==> src/abrf_pkg.sv <==
// Shared types and constants for the alpha-blended rectangle fill block.
package abrf_pkg;

  localparam int ADDR_W = 16;
  localparam int COLOR_W = 32;
  localparam int COUNT_W = 15;
  localparam int REG_INDEX_W = 8;
  localparam int REG_DATA_W = 8;

  localparam logic [REG_INDEX_W-1:0] REG_IMG_COLS = 8'd0;
  localparam logic [REG_INDEX_W-1:0] REG_IMG_ROWS = 8'd1;
  localparam logic [REG_DATA_W-1:0] IMAGE_SIZE_RESET = 8'd128;

  localparam logic KIND_DRAW = 1'b0;
  localparam logic KIND_READ = 1'b1;

  typedef enum logic [1:0] {
    OP_PIXEL,
    OP_READ,
    OP_DONE
  } op_kind_t;

  typedef struct packed {
    op_kind_t             kind;
    logic                 inb;
    logic [ADDR_W-1:0]    addr;
    logic [COLOR_W-1:0]   color;
  } op_t;

  typedef struct packed {
    logic [COLOR_W-1:0]   read_color;
    logic [COUNT_W-1:0]   pixels_written;
  } res_t;

endpackage

==> src/abrf_front.sv <==
// Front end: accepts items, walks draw rectangles and issues pixel, read and done operations.
module abrf_front (
  input  logic                       clk,
  input  logic                       rst,
  input  logic                       take,
  input  logic                       kind,
  input  logic signed [15:0]         x_start,
  input  logic signed [15:0]         y_start,
  input  logic [7:0]                 rect_width,
  input  logic [7:0]                 rect_height,
  input  logic [abrf_pkg::COLOR_W-1:0] fill_color,
  input  logic [7:0]                 eff_width,
  input  logic [7:0]                 eff_height,
  output logic                       busy,
  output logic                       cmd_push,
  output abrf_pkg::op_t              cmd_op,
  input  logic                       cmd_full
);
  import abrf_pkg::*;

  typedef enum logic [1:0] {
    F_IDLE,
    F_READ,
    F_WALK,
    F_DONE
  } fstate_t;

  fstate_t              state;
  logic signed [15:0]   x0;
  logic signed [15:0]   y0;
  logic [7:0]           rw;
  logic [7:0]           rh;
  logic [COLOR_W-1:0]   color;
  logic [7:0]           col;
  logic [7:0]           row;

  logic [16:0]          x_pos;
  logic [16:0]          y_pos;
  logic                 inb;
  logic [ADDR_W-1:0]    addr;
  logic                 advance;

  always_comb begin
    x_pos = {x0[15], x0} + {9'b0, col};
    y_pos = {y0[15], y0} + {9'b0, row};
    inb = !x_pos[16] && !y_pos[16] &&
          (x_pos[15:0] < {8'b0, eff_width}) && (y_pos[15:0] < {8'b0, eff_height});
    addr = 16'(eff_width * y_pos[7:0]) + {8'b0, x_pos[7:0]};
  end

  always_comb begin
    cmd_push = 1'b0;
    cmd_op = '{kind: OP_PIXEL, inb: inb, addr: addr, color: color};
    advance = 1'b0;
    case (state)
      F_READ: begin
        cmd_op.kind = OP_READ;
        cmd_push = !cmd_full;
      end
      F_WALK: begin
        cmd_push = inb && !cmd_full;
        advance = !inb || !cmd_full;
      end
      F_DONE: begin
        cmd_op.kind = OP_DONE;
        cmd_push = !cmd_full;
      end
      default: begin
        cmd_push = 1'b0;
      end
    endcase
  end

  assign busy = (state != F_IDLE);

  always_ff @(posedge clk) begin
    if (rst) begin
      state <= F_IDLE;
      col <= '0;
      row <= '0;
    end else begin
      case (state)
        F_IDLE: begin
          if (take) begin
            x0 <= x_start;
            y0 <= y_start;
            rw <= rect_width;
            rh <= rect_height;
            color <= fill_color;
            col <= '0;
            row <= '0;
            if (kind == KIND_READ) begin
              state <= F_READ;
            end else if (rect_width == '0 || rect_height == '0) begin
              state <= F_DONE;
            end else begin
              state <= F_WALK;
            end
          end
        end
        F_READ: begin
          if (!cmd_full) begin
            state <= F_IDLE;
          end
        end
        F_WALK: begin
          if (advance) begin
            if (col == rw - 8'd1) begin
              col <= '0;
              if (row == rh - 8'd1) begin
                state <= F_DONE;
              end else begin
                row <= row + 8'd1;
              end
            end else begin
              col <= col + 8'd1;
            end
          end
        end
        F_DONE: begin
          if (!cmd_full) begin
            state <= F_IDLE;
          end
        end
        default: begin
          state <= F_IDLE;
        end
      endcase
    end
  end

endmodule

==> config.mk <==
export PLATFORM = sky130hd
export DESIGN_NAME = abrf_front
export DESIGN_NICKNAME = d
export VERILOG_FILES = /design/src/abrf_pkg.sv /design/src/abrf_front.sv
export SDC_FILE = /design/constraint.sdc
export NUM_CORES = 1
export LEC_CHECK = 0
export BUFFER_PORTS_ARGS = -buffer_cell sky130_fd_sc_hd__buf_2
export CAP_MARGIN = 20
export CORE_MARGIN = 2
export CORE_UTILIZATION = 57
export CTS_CLUSTER_SIZE = 16
export DETAILED_ROUTE_END_ITERATION = 12
export GPL_ROUTABILITY_DRIVEN = 0
export GPL_TIMING_DRIVEN = 0
export PLACE_DENSITY = 0.94
export SYNTH_ARGS = -nofsm -noshare
export SYNTH_HDL_FRONTEND = slang
export SYNTH_SLANG_ARGS = --single-unit
export TNS_END_PERCENT = 5
==> constraint.sdc <==
create_clock -name clk -period 9.3 [get_ports clk]
set_input_delay 2.325 -clock clk [delete_from_list [all_inputs] [get_ports clk]]
set_output_delay 2.325 -clock clk [all_outputs]
set_load 0.005 [all_outputs]
==> results by group <==
Yosys
  • Mean Syn Cell Area: 10.39 µm²
  • Most used flip-flop cell after synthesis: edfxtp_1
  • Seq/Total Area, Yosys: 36.23%
  • Post-synth EDFFs: 80
  • Most common cell in the synthesized netlist: inv_1
  • Mapped Cells: 734
  • Syn nets: 951
  • YS warnings: 0
  • Most frequent cells after synthesis: inv_1, edfxtp_1, ha_1, nand2_1, fa_1
  • Synth top area share: 31.50%
  • Post-synthesis cell type count: 68
  • Synth async-reset ratio: 0%
  • Post-Syn Area: 0.007626 mm²
  • Top post-synthesis cells by area: edfxtp_1, fa_1, ha_1
  • Yosys reg bits: 98
  • Area leader, netlist: edfxtp_1

STA
  • Final period utilization: 97.06%
  • Clock Skews: 7.346 ps
  • Max-slew headroom: 49.20%
  • Tmin final: 9027 ps
  • Final count of pins violating max slew: 0
  • Setup Total Neg Slack: 0 ps
  • Hold violation count in the final report: 0
  • Endpoints failing setup: 0
  • Fmax: 0.1108 GHz
  • Setup ws final: 273.0 ps
  • Worst-margin pin slew: 760.2 ps
  • RSZ-0062 raised after global routing: yes

Clock network
  • CTS tree: done
  • Setup Buffers After CTS: 0
  • H-tree depth: 3
  • Hold buffer count at CTS: 0
  • Clk pin slew, worst setup/hold paths: 70 ps
  • Worst skew pair latency: 350 ps
  • Clock sinks: 98
  • Clk Tree Root Cell: clkbuf_16
  • CTS Buffer Depth: 2
  • CTS buffer count: 9

GRT
  • First-pass GRT wire length: 28790 µm
  • Largest net degree at the start of global routing: 38
  • Vias in the first global route: 6406
  • Antenna violations before repair: 0
  • Tot GR Track Use: 25.10%
  • Gr ovfl total: 0

Worst setup path
  • Worst path most repeated cell: inv_1
  • CP max FO: 8
  • Buf/Inv on CP: 7
  • CP Depth: 22
  • Worst setup path endpoint: cmd_op[46]
  • Kind of cell adding the most delay to the critical path: adder cells
  • Cells along the critical path: buf_2 > inv_1 > nor2_1 > fa_1 > inv_1 > fa_1 > inv_1 > ha_1 > inv_1 > fa_1 > inv_1 > ha_1 > a21o_1 > a21oi_2 > nand2b_1 > a21boi_0 > o311a_1 > o21a_1 > o21a_1 > o211ai_1 > xnor2_1 > buf_2
  • Worst reg2reg path depth: 17
  • Kind of critical path: in2out
  • R2R Path Start: x0[0]$_DFFE_PP_
  • Critical path endpoint category: output pin
  • R2R Setup Slk: 4900 ps
  • CP required: 6980 ps
  • Worst setup SP type: input port
  • Crit path from: eff_width[3]
  • Slowest stage delay, CP: 530 ps
  • Critical path arrival: 6700 ps
  • Reg2reg end: col[4]$_SDFFE_PP0P_
  • Critical Path Slowest Stage Cell: fa_1

Floorplan
  • Core box area: 0.01314 mm²
  • Die width: 119.7 µm
  • Starting Density: 58.05%
  • Die Span Y: 119.7 µm
  • Io pins: 154
  • Floorplan row count: 42
  • Die area: 0.01432 mm²

Cells and area
  • Fillers: 1001
  • Synthesis-to-finish area growth: 17.54%
  • Layout cells sized above 1: 21.59%
  • # diodes: 0
  • Finished Cell Area: 0.008964 mm²
  • Final #Nets: 1115

Route
  • Routed WL: 16950 µm
  • Wire length per cell: 15.71 µm
  • Initial DRC Count: 326
  • Vias per inst: 5.585
  • Antenna Nets Post-Route: 0
  • Via count: 6026
  • 1st-pass router iterations: 4
  • Drt drc: 0

Pwr
  • Leak pwr: 4.080 nW
  • PD cells: 177.3 mW/mm²
  • VDD IR-drop max: 132.5 µV

Flow run
  • Max-cap viol count: 0

Hold path
  • HP Class: reg2reg
  • HP Start: row[0]$_SDFFE_PP0P_

Placement
  • Setup WS pre-CTS: 129.3 ps
  • Post-detail-place hpwl: 13560 µm
  • Post-Place Cell Area: 0.008657 mm²
  • I/O Buffers: 151

Status
  • Status: finished clean
==> layout make-up <==
class | instances | area [µm²] | share of cell area (%)
Buffer | 14 | 86.33 | 0.9631
Clock buffer | 10 | 229.0 | 2.554
Clock inverter | 6 | 65.06 | 0.7259
Inverter | 101 | 379.1 | 4.229
Multi-Input combinational cell | 521 | 4418 | 49.29
Sequential cell | 98 | 2763 | 30.82
Tap cell | 176 | 220.2 | 2.457
Timing Repair Buffer | 153 | 803.3 | 8.961
==> how the worst min path moves through the flow <==
stage                          endpoint  slack (ps)  cells past startpoint
global placement    row[7]$_SDFFE_PP0P_         540                      2
finish              row[0]$_SDFFE_PP0P_         580                      2
global route        col[3]$_SDFFE_PP0P_         620                      2
floorplan           row[7]$_SDFFE_PP0P_         480                      2
detailed placement  row[0]$_SDFFE_PP0P_         570                      2
CTS                 row[0]$_SDFFE_PP0P_         580                      2
==> worst register-to-register path: stages, from the launching register on <==
cell       delay [ps]
edfxtp_1          390
ha_1              270
fa_1              440
a211oi_1          320
o21ai_0           190
xnor2_1           350
inv_1             100
ha_1              230
a2111oi_0         340
o21ai_0           160
o2111ai_1         130
o2111ai_1         210
nor4_4            370
and4_4            340
buf_8             150
buf_12            140
a211oi_1           70
o32ai_2           140
==> kinds of logic after synthesis <==
group                    share of synthesized area [%]
AO/OA/AOI/OAI                                    12.26
XOR/XNOR                                         5.611
adder cells (fa/ha/maj)                          23.56
buffers and inverters                            6.087
flip-flops                                       36.23
multiplexers                                    0.4102
AND/OR/NAND/NOR                                  15.85
==> metal layers <==
metal	routed length [µm]	GRT usage [%]	vias up
met5	0	0	-
met2	8810	46.18	216
li1	-	-	2903
met1	6685	29.10	2872
met4	403	9.265	0
met3	1052	4.515	35
==> sequential cells by signal, indices dropped and copies added (netlist names) <==
| signal | flops |
|---|---|
| col | 8 |
| rw | 8 |
| x0 | 16 |
| color | 32 |
| row | 8 |
| rh | 8 |
| y0 | 16 |
| state | 2 |
==> what timing repair did <==
| action | CTS | global route |
|---|---|---|
| hold endpoints to repair | 0 | 0 |
| endpoints found under the setup margin | 0 | 4 |
| gates resized for setup | 0 | 4 |
==> cells in the final DEF (no fill, tap or decap), types with 18 or more instances in the layout <==
master and n:
buf_2 152, inv_1 101, edfxtp_1 80, ha_1 70, nand2_1 51, fa_1 46
and2_1 36, nor2_1 34, a21oi_1 33, xnor2_1 33, dfxtp_1 18
==> through the flow <==
step,hold slack (ps),util [%],power (mW),cells
global route,617.1,68.23,1.722,1079
detailed placement,567.3,65.90,1.235,1063
finish,577.5,68.23,1.589,1079
global placement,543.5,65.48,1.201,1061
floorplan,483.8,-,1.004,734
CTS,576.9,68.13,1.600,1079
==> where the power goes <==
group / leakage [nW] / switching [mW] / internal, mW / total [mW]
Sequential: 0.887 / 0.0128 / 0.498 / 0.511
Clock: 0.143 / 0.154 / 0.209 / 0.363
Combinational: 3.05 / 0.371 / 0.344 / 0.715
(Power assumes the default switching activity.)
