<file path="config.mk">
export PLATFORM = sky130hd
export DESIGN_NAME = abrf_fifo
export DESIGN_NICKNAME = d
export VERILOG_FILES = /design/src/abrf_fifo.sv
export SDC_FILE = /design/constraint.sdc
export NUM_CORES = 1
export LEC_CHECK = 0
export BUFFER_PORTS_ARGS = -buffer_cell sky130_fd_sc_hd__buf_2
export CORE_MARGIN = 8
export CORE_UTILIZATION = 56
export CTS_CLUSTER_SIZE = 20
export DETAILED_ROUTE_END_ITERATION = 12
export GPL_TIMING_DRIVEN = 1
export MAX_ROUTING_LAYER = met4
export PLACE_DENSITY = 0.87
export SYNTH_ARGS = -nofsm -noshare
export SYNTH_HDL_FRONTEND = slang
export SYNTH_SLANG_ARGS = --single-unit
</file>
<file path="constraint.sdc">
create_clock -name clk -period 3.96 [get_ports clk]
set_clock_uncertainty 0.1 [all_clocks]
set_input_delay 0.594 -clock clk [delete_from_list [all_inputs] [get_ports clk]]
set_output_delay 0.594 -clock clk [all_outputs]
set_load 0.1 [all_outputs]
</file>
<file path="src/abrf_fifo.sv">
// Small register-based first-in first-out queue.
module abrf_fifo #(
  parameter int WIDTH = 8,
  parameter int DEPTH = 4
) (
  input  logic             clk,
  input  logic             rst,
  input  logic             push,
  input  logic [WIDTH-1:0] din,
  output logic             full,
  input  logic             pop,
  output logic [WIDTH-1:0] dout,
  output logic             empty
);
  localparam int PW = (DEPTH > 1) ? $clog2(DEPTH) : 1;
  localparam int CW = $clog2(DEPTH + 1);

  logic [WIDTH-1:0] slots [DEPTH];
  logic [PW-1:0]    wr_ptr;
  logic [PW-1:0]    rd_ptr;
  logic [CW-1:0]    count;
  logic             do_push;
  logic             do_pop;

  assign full = (count == CW'(DEPTH));
  assign empty = (count == '0);
  assign do_push = push && !full;
  assign do_pop = pop && !empty;
  assign dout = slots[rd_ptr];

  always_ff @(posedge clk) begin
    if (rst) begin
      wr_ptr <= '0;
      rd_ptr <= '0;
      count <= '0;
    end else begin
      if (do_push) begin
        wr_ptr <= (wr_ptr == PW'(DEPTH - 1)) ? '0 : wr_ptr + 1'b1;
      end
      if (do_pop) begin
        rd_ptr <= (rd_ptr == PW'(DEPTH - 1)) ? '0 : rd_ptr + 1'b1;
      end
      if (do_push && !do_pop) begin
        count <= count + 1'b1;
      end else if (do_pop && !do_push) begin
        count <= count - 1'b1;
      end
    end
  end

  always_ff @(posedge clk) begin
    if (do_push) begin
      slots[wr_ptr] <= din;
    end
  end

endmodule

</file>
==> results.ini, run 1 <==
[setup_path]
cp_cell_sequence=mux4_2, buf_2
crit_required_ps=3270
crit_family=flip-flops
cp_data_arrival_time_ps=1900
cpMaxStageDelayCell=dfxtp_1
crit_fanout=8
max_stage_delay_ps=680
rr_startpoint=count[0]
start_kind=register
worst_setup_path_end_kind=primary output
r2r_end=count[2]
rr_worst_depth=9
crit_type=reg -> out
crit_buf_inv=1
r2r_setup_slack_ps=1470

[sta]
postLayoutSetupSlackWorst_ps=1367
grt_setup_unrepaired=false
final-hold-violation-count=0
tightest_slew_ps=546.9
slew_viol_final=0
period_share=0.6548
fin_crit_ps=2593
fmax_mhz=385.7
setup_viol_count_final=0
max_slew_margin=0.6349
tns_ps=0

[synth]
netlist_area_um2=1645
synth_cells=92
synth_common_cells=edfxtp_1, dfxtp_1, mux4_2
ys_top_cells_by_area=edfxtp_1, dfxtp_1, mux4_2
synth.most_common_cell=edfxtp_1
synth-async-reset-ratio=0
synth_top_cell_by_area=edfxtp_1
synth.yosys.seq_area_share=0.6935
synthesis.nets=111
synth_ff_type=edfxtp_1
synth_warnings=0
synth_enable_flop_cells=32
syn_area_per_cell_um2=17.88
netlist.area_leader.share=0.5840
synth.distinct_cells=26
synth_seq_cells=41

[floorplanning]
die_y_um=70.21
rows=19
initial_core_util=0.5915
io_pins=22
die_w_um=70.21
die_area_um2=4929
core_um2=2781

[finish]
area_growth_pct=10.42
nNetsFinal=135
fillers=218
postLayoutCoreUtil=0.6532
diodes=0
layout-drive-gt1-share=0.3846

[placement]
io_buffers=21
dp_hpwl_um=1793
gp_congestion=0.7068
dp_slack_ps=1470

[global_routing]
grt_pass1_vias=890
grt_first_pass_wirelength_um=4174
grt-ovfl-total=0
gr-usage-all-layers=0.1124
antenna_found_initial=0
grt_max_degree=13

[routing]
drt_iter0_drc=39
drtPass1Iterations=4
via_per_inst=5.601
drc=0
finalWirelength_um=2475
routedWlPerCell_um=16.72
vias=829
ant_nets=0

[worst_hold_path]
hp-class=in -> reg
hold_path_depth=1
worstHoldStart=din[5]
whs_endpoint=slots[2][5]

[power_and_ir_drop]
powerDensity_nw_per_um2=731.1
cellLeakagePower_nw=0.6779
vdd_drop_max_mv=0.6766

[clock_tree]
cts_sinks=41
clk_pin_slew_ps=110
htreeDepth=2
ctsResizeCount=0
cts_root_buf=clkbuf_4
cts_setup_buffers=0
ctsHoldBuffers=0
cts_tree=built
worstSkewPairLatency_ps=330
cts_buffer_depth=2
cts_made_buffers=5

[outcome]
status=complete, no violations

[run]
drv_cap=0

## layout make-up
cell class | instances | area [µm²] | share of cell area
Clock buffer | 6 | 41.29 | 0.02273
Clock inverter | 2 | 10.01 | 0.005510
Inverter | 5 | 23.77 | 0.01309
Multi-Input combinational cell | 42 | 456.7 | 0.2514
Sequential cell | 41 | 1141 | 0.6281
Tap cell | 31 | 38.79 | 0.02135
Timing Repair Buffer | 21 | 105.1 | 0.05785
## worst max-delay path by stage
stage / startpoint / end / slack (ps) / depth (start not counted)
5_1_grt: register / dout[4] / 1220 / 2
3_3_place_gp: push / count[2] / 1580 / 9
2_1_floorplan: count[0] / empty / 830 / 1
6_report: register / dout[4] / 1370 / 2
4_1_cts: register / dout[4] / 1300 / 2
3_5_place_dp: count[0] / count[2] / 1470 / 9
## sequential cells by signal (all words and copies together), names as in the netlist, named ones only
name	flops
slots	32
count	3
rd_ptr	2
wr_ptr	2
## logic make-up after synthesis
| logic type | Yosys count | synth area share |
|---|---|---|
| compound gates | 7 | 0.03041 |
| xor+xnor | 2 | 0.01065 |
| fa+ha+maj | 7 | 0.05779 |
| buf+inv | 9 | 0.02889 |
| flops | 41 | 0.6935 |
| mux | 10 | 0.1217 |
| simple gates | 16 | 0.05704 |
## power breakdown
group / internal [mW] / switching [mW] / total [mW] / leakage (nW)
combinational: 0.140 / 0.426 / 0.566 / 0.279
clock: 0.0677 / 0.120 / 0.187 / 0.0320
sequential: 0.524 / 0.0505 / 0.575 / 0.367
## per-stage QoR
stage          cells  total power, mW  hold WS (ps)  area [µm²]
6_report         148            1.328         371.1        1817
5_1_grt          148            1.399         339.6        1817
3_5_place_dp     140            1.159         411.5        1765
2_1_floorplan     92            1.075         363.4        1645
4_1_cts          148            1.350         345.7        1817
3_3_place_gp     140            1.142         373.0        1765
## metal layers
metal / part of all wire / global-route usage
met1: 0.41 / 0.1164
met2: 0.50 / 0.1797
met3: 0.078 / 0.05508
met4: 0.012 / 0.04464
met5: 0 / -
## cells in the final DEF (no fill, tap or decap), drive strengths merged, types with 3 or more instances in the layout
| master | count |
|---|---|
| a21oi | 3 |
| and3 | 4 |
| buf | 21 |
| clkbuf | 6 |
| clkinv | 3 |
| dfxtp | 9 |
| edfxtp | 32 |
| ha | 6 |
| inv | 4 |
| mux4 | 8 |
| nor2 | 4 |
(Power assumes the default switching activity.)
==> run 2, diff against run 1 <==
--- a/config.mk
+++ b/config.mk
@@ -7,12 +7,12 @@
 export LEC_CHECK = 0
 export BUFFER_PORTS_ARGS = -buffer_cell sky130_fd_sc_hd__buf_2
 export CORE_MARGIN = 8
-export CORE_UTILIZATION = 56
+export CORE_UTILIZATION = 55
 export CTS_CLUSTER_SIZE = 20
 export DETAILED_ROUTE_END_ITERATION = 12
 export GPL_TIMING_DRIVEN = 1
 export MAX_ROUTING_LAYER = met4
-export PLACE_DENSITY = 0.87
+export PLACE_DENSITY = 0.86
 export SYNTH_ARGS = -nofsm -noshare
 export SYNTH_HDL_FRONTEND = slang
 export SYNTH_SLANG_ARGS = --single-unit
==> constraint.sdc (replaced) <==
create_clock -name clk -period 2.39 [get_ports clk]
set_clock_uncertainty 0.1 [all_clocks]
set_input_delay 0.3585 -clock clk [delete_from_list [all_inputs] [get_ports clk]]
set_output_delay 0.3585 -clock clk [all_outputs]
set_load 0.1 [all_outputs]
==> run 2 against run 1 <==
  * Non-clock buffer count grew 4
  * Critical endpoint is now count[2]
  * Clock power grew 65%
  * Critical path type is now reg -> reg
  * Clock-buffer cell count shrank 1
  * Global-route usage grew 0.81 points
  * First-iteration DRC count grew 79%
  * Die area grew 1.4%
==> results.ini, run 2 (synthesized netlist as in run 1, its figures left out) <==
[finish]
postLayoutCoreUtil=0.6394
fillers=227
diodes=0
layout-drive-gt1-share=0.4463
final_cell_mix=edfxtp_1, buf_2, mux4_2
nNetsFinal=139
fin_cells=154
regMostFlops=slots
layout_commonest_cell=edfxtp_1
seqCellArea_um2=1150
area_growth_pct=14.75
multi_input_area_um2=480.5
top_regs=slots: 32 flops, count: 3 flops
largest_reg_flops=32

[global_routing]
gr-usage-all-layers=0.1205
grt_max_degree=13
grt_first_pass_wirelength_um=4450
grt-ovfl-total=0
grt_pass1_vias=942
antenna_found_initial=0

[sta]
max_slew_margin=0.6748
fmax_mhz=430.1
tightest_slew_ps=491.2
grt_setup_unrepaired=false
period_share=0.9729
final-hold-violation-count=0
tns_ps=0
setup_viol_count_final=0
postLayoutSetupSlackWorst_ps=64.79
slew_viol_final=0
fin_crit_ps=2325

[clock_tree]
worstSkewPairLatency_ps=330
cts_buffer_depth=2
cts_made_buffers=5
cts_sinks=41
cts_tree=built
htreeDepth=2
ctsHoldBuffers=0
cts_root_buf=clkbuf_4
clk_pin_slew_ps=120

[power_and_ir_drop]
cellLeakagePower_nw=0.7052
vdd_drop_max_mv=0.6972
powerDensity_nw_per_um2=1207

[setup_path]
cp_data_arrival_time_ps=2490
crit_required_ps=2550
worst_setup_path_end_kind=register
max_stage_delay_ps=410
r2r_setup_slack_ps=60
start_kind=register
rr_worst_depth=9
rr_startpoint=count[2]
cpMaxStageDelayCell=or3_2
crit_fanout=4
cp_cell_sequence=or3b_4, clkinv_8, nor2_4, ha_2, inv_1, fa_1, xor2_1, or3_2, a21oi_1
crit_type=reg -> reg
r2r_end=count[2]

[floorplanning]
rows=20
die_area_um2=4998
initial_core_util=0.5572
io_pins=22
core_um2=2953
die_w_um=70.70
die_y_um=70.70

[routing]
ant_nets=0
via_per_inst=5.461
drt_iter0_drc=70
drtPass1Iterations=4
vias=841
routedWlPerCell_um=17.45
drc=0
finalWirelength_um=2687

[placement]
gp_congestion=0.7507
place_inst=145
io_buffers=21
dp_slack_ps=-72.25
dp_hpwl_um=1893

[worst_hold_path]
hp-class=in -> reg
whs_endpoint=slots[2][3]
worstHoldStart=din[3]
hold_path_depth=1

[outcome]
status=complete, no violations

[run]
drv_cap=0

-- run 2: worst max-delay path, delay by kind of cell, from the launching register on --
kind                     cells  cell delay [ps]
XOR/XNOR                     1              160
buffers and inverters        2              100
AND/OR/NAND/NOR              3              780
adder cells (fa/ha/maj)      2              570
AO/OA/AOI/OAI                1              160
flip-flops                   1              380
-- run 2: final cells by class --
type,count,share of cell area
Multi-Input combinational cell,42,0.2545
Inverter,5,0.01657
Clock buffer,5,0.01988
Sequential cell,41,0.6090
Clock inverter,3,0.006627
Tap cell,33,0.02187
Timing Repair Buffer,25,0.07157
-- run 2: metrics by stage --
step	hold slack [ps]	total power [mW]	cell area, µm²
final	121.8	2.278	1888
after detailed placement	409.6	1.962	1804
after global routing	104.7	2.382	1888
after CTS	108.8	2.285	1868
after floorplan	357.4	1.795	1659
after global placement	372.1	1.926	1804
-- run 2: worst max-delay path by stage --
stage	startpoint	to	slack, ps	cells after the start
2_1_floorplan	count[1]	count[2]	10	10
4_1_cts	count[2]	count[2]	20	9
5_1_grt	count[2]	count[2]	4	9
3_5_place_dp	count[1]	count[2]	-70	9
3_3_place_gp	count[1]	count[2]	90	9
6_report	count[2]	count[2]	60	9
-- run 2: power by group --
group          switching [mW]  internal, mW  total, mW  leakage [nW]
Clock                   0.203         0.106      0.309        0.0300
Sequential             0.0704         0.877      0.947         0.369
Combinational           0.749         0.273       1.02         0.306
-- run 2: layer usage --
| layer | global-route usage | routed length, µm |
|---|---|---|
| met5 | - | 0 |
| met4 | 0.07621 | 43 |
| met3 | 0.03955 | 138 |
| met2 | 0.1916 | 1401 |
| met1 | 0.1270 | 1104 |
-- run 2: repair_timing --
item,in CTS,in global routing
endpoints found under the setup margin,1,1
pin swaps,0,0
buffers inserted,0,1
resized for setup,4,4
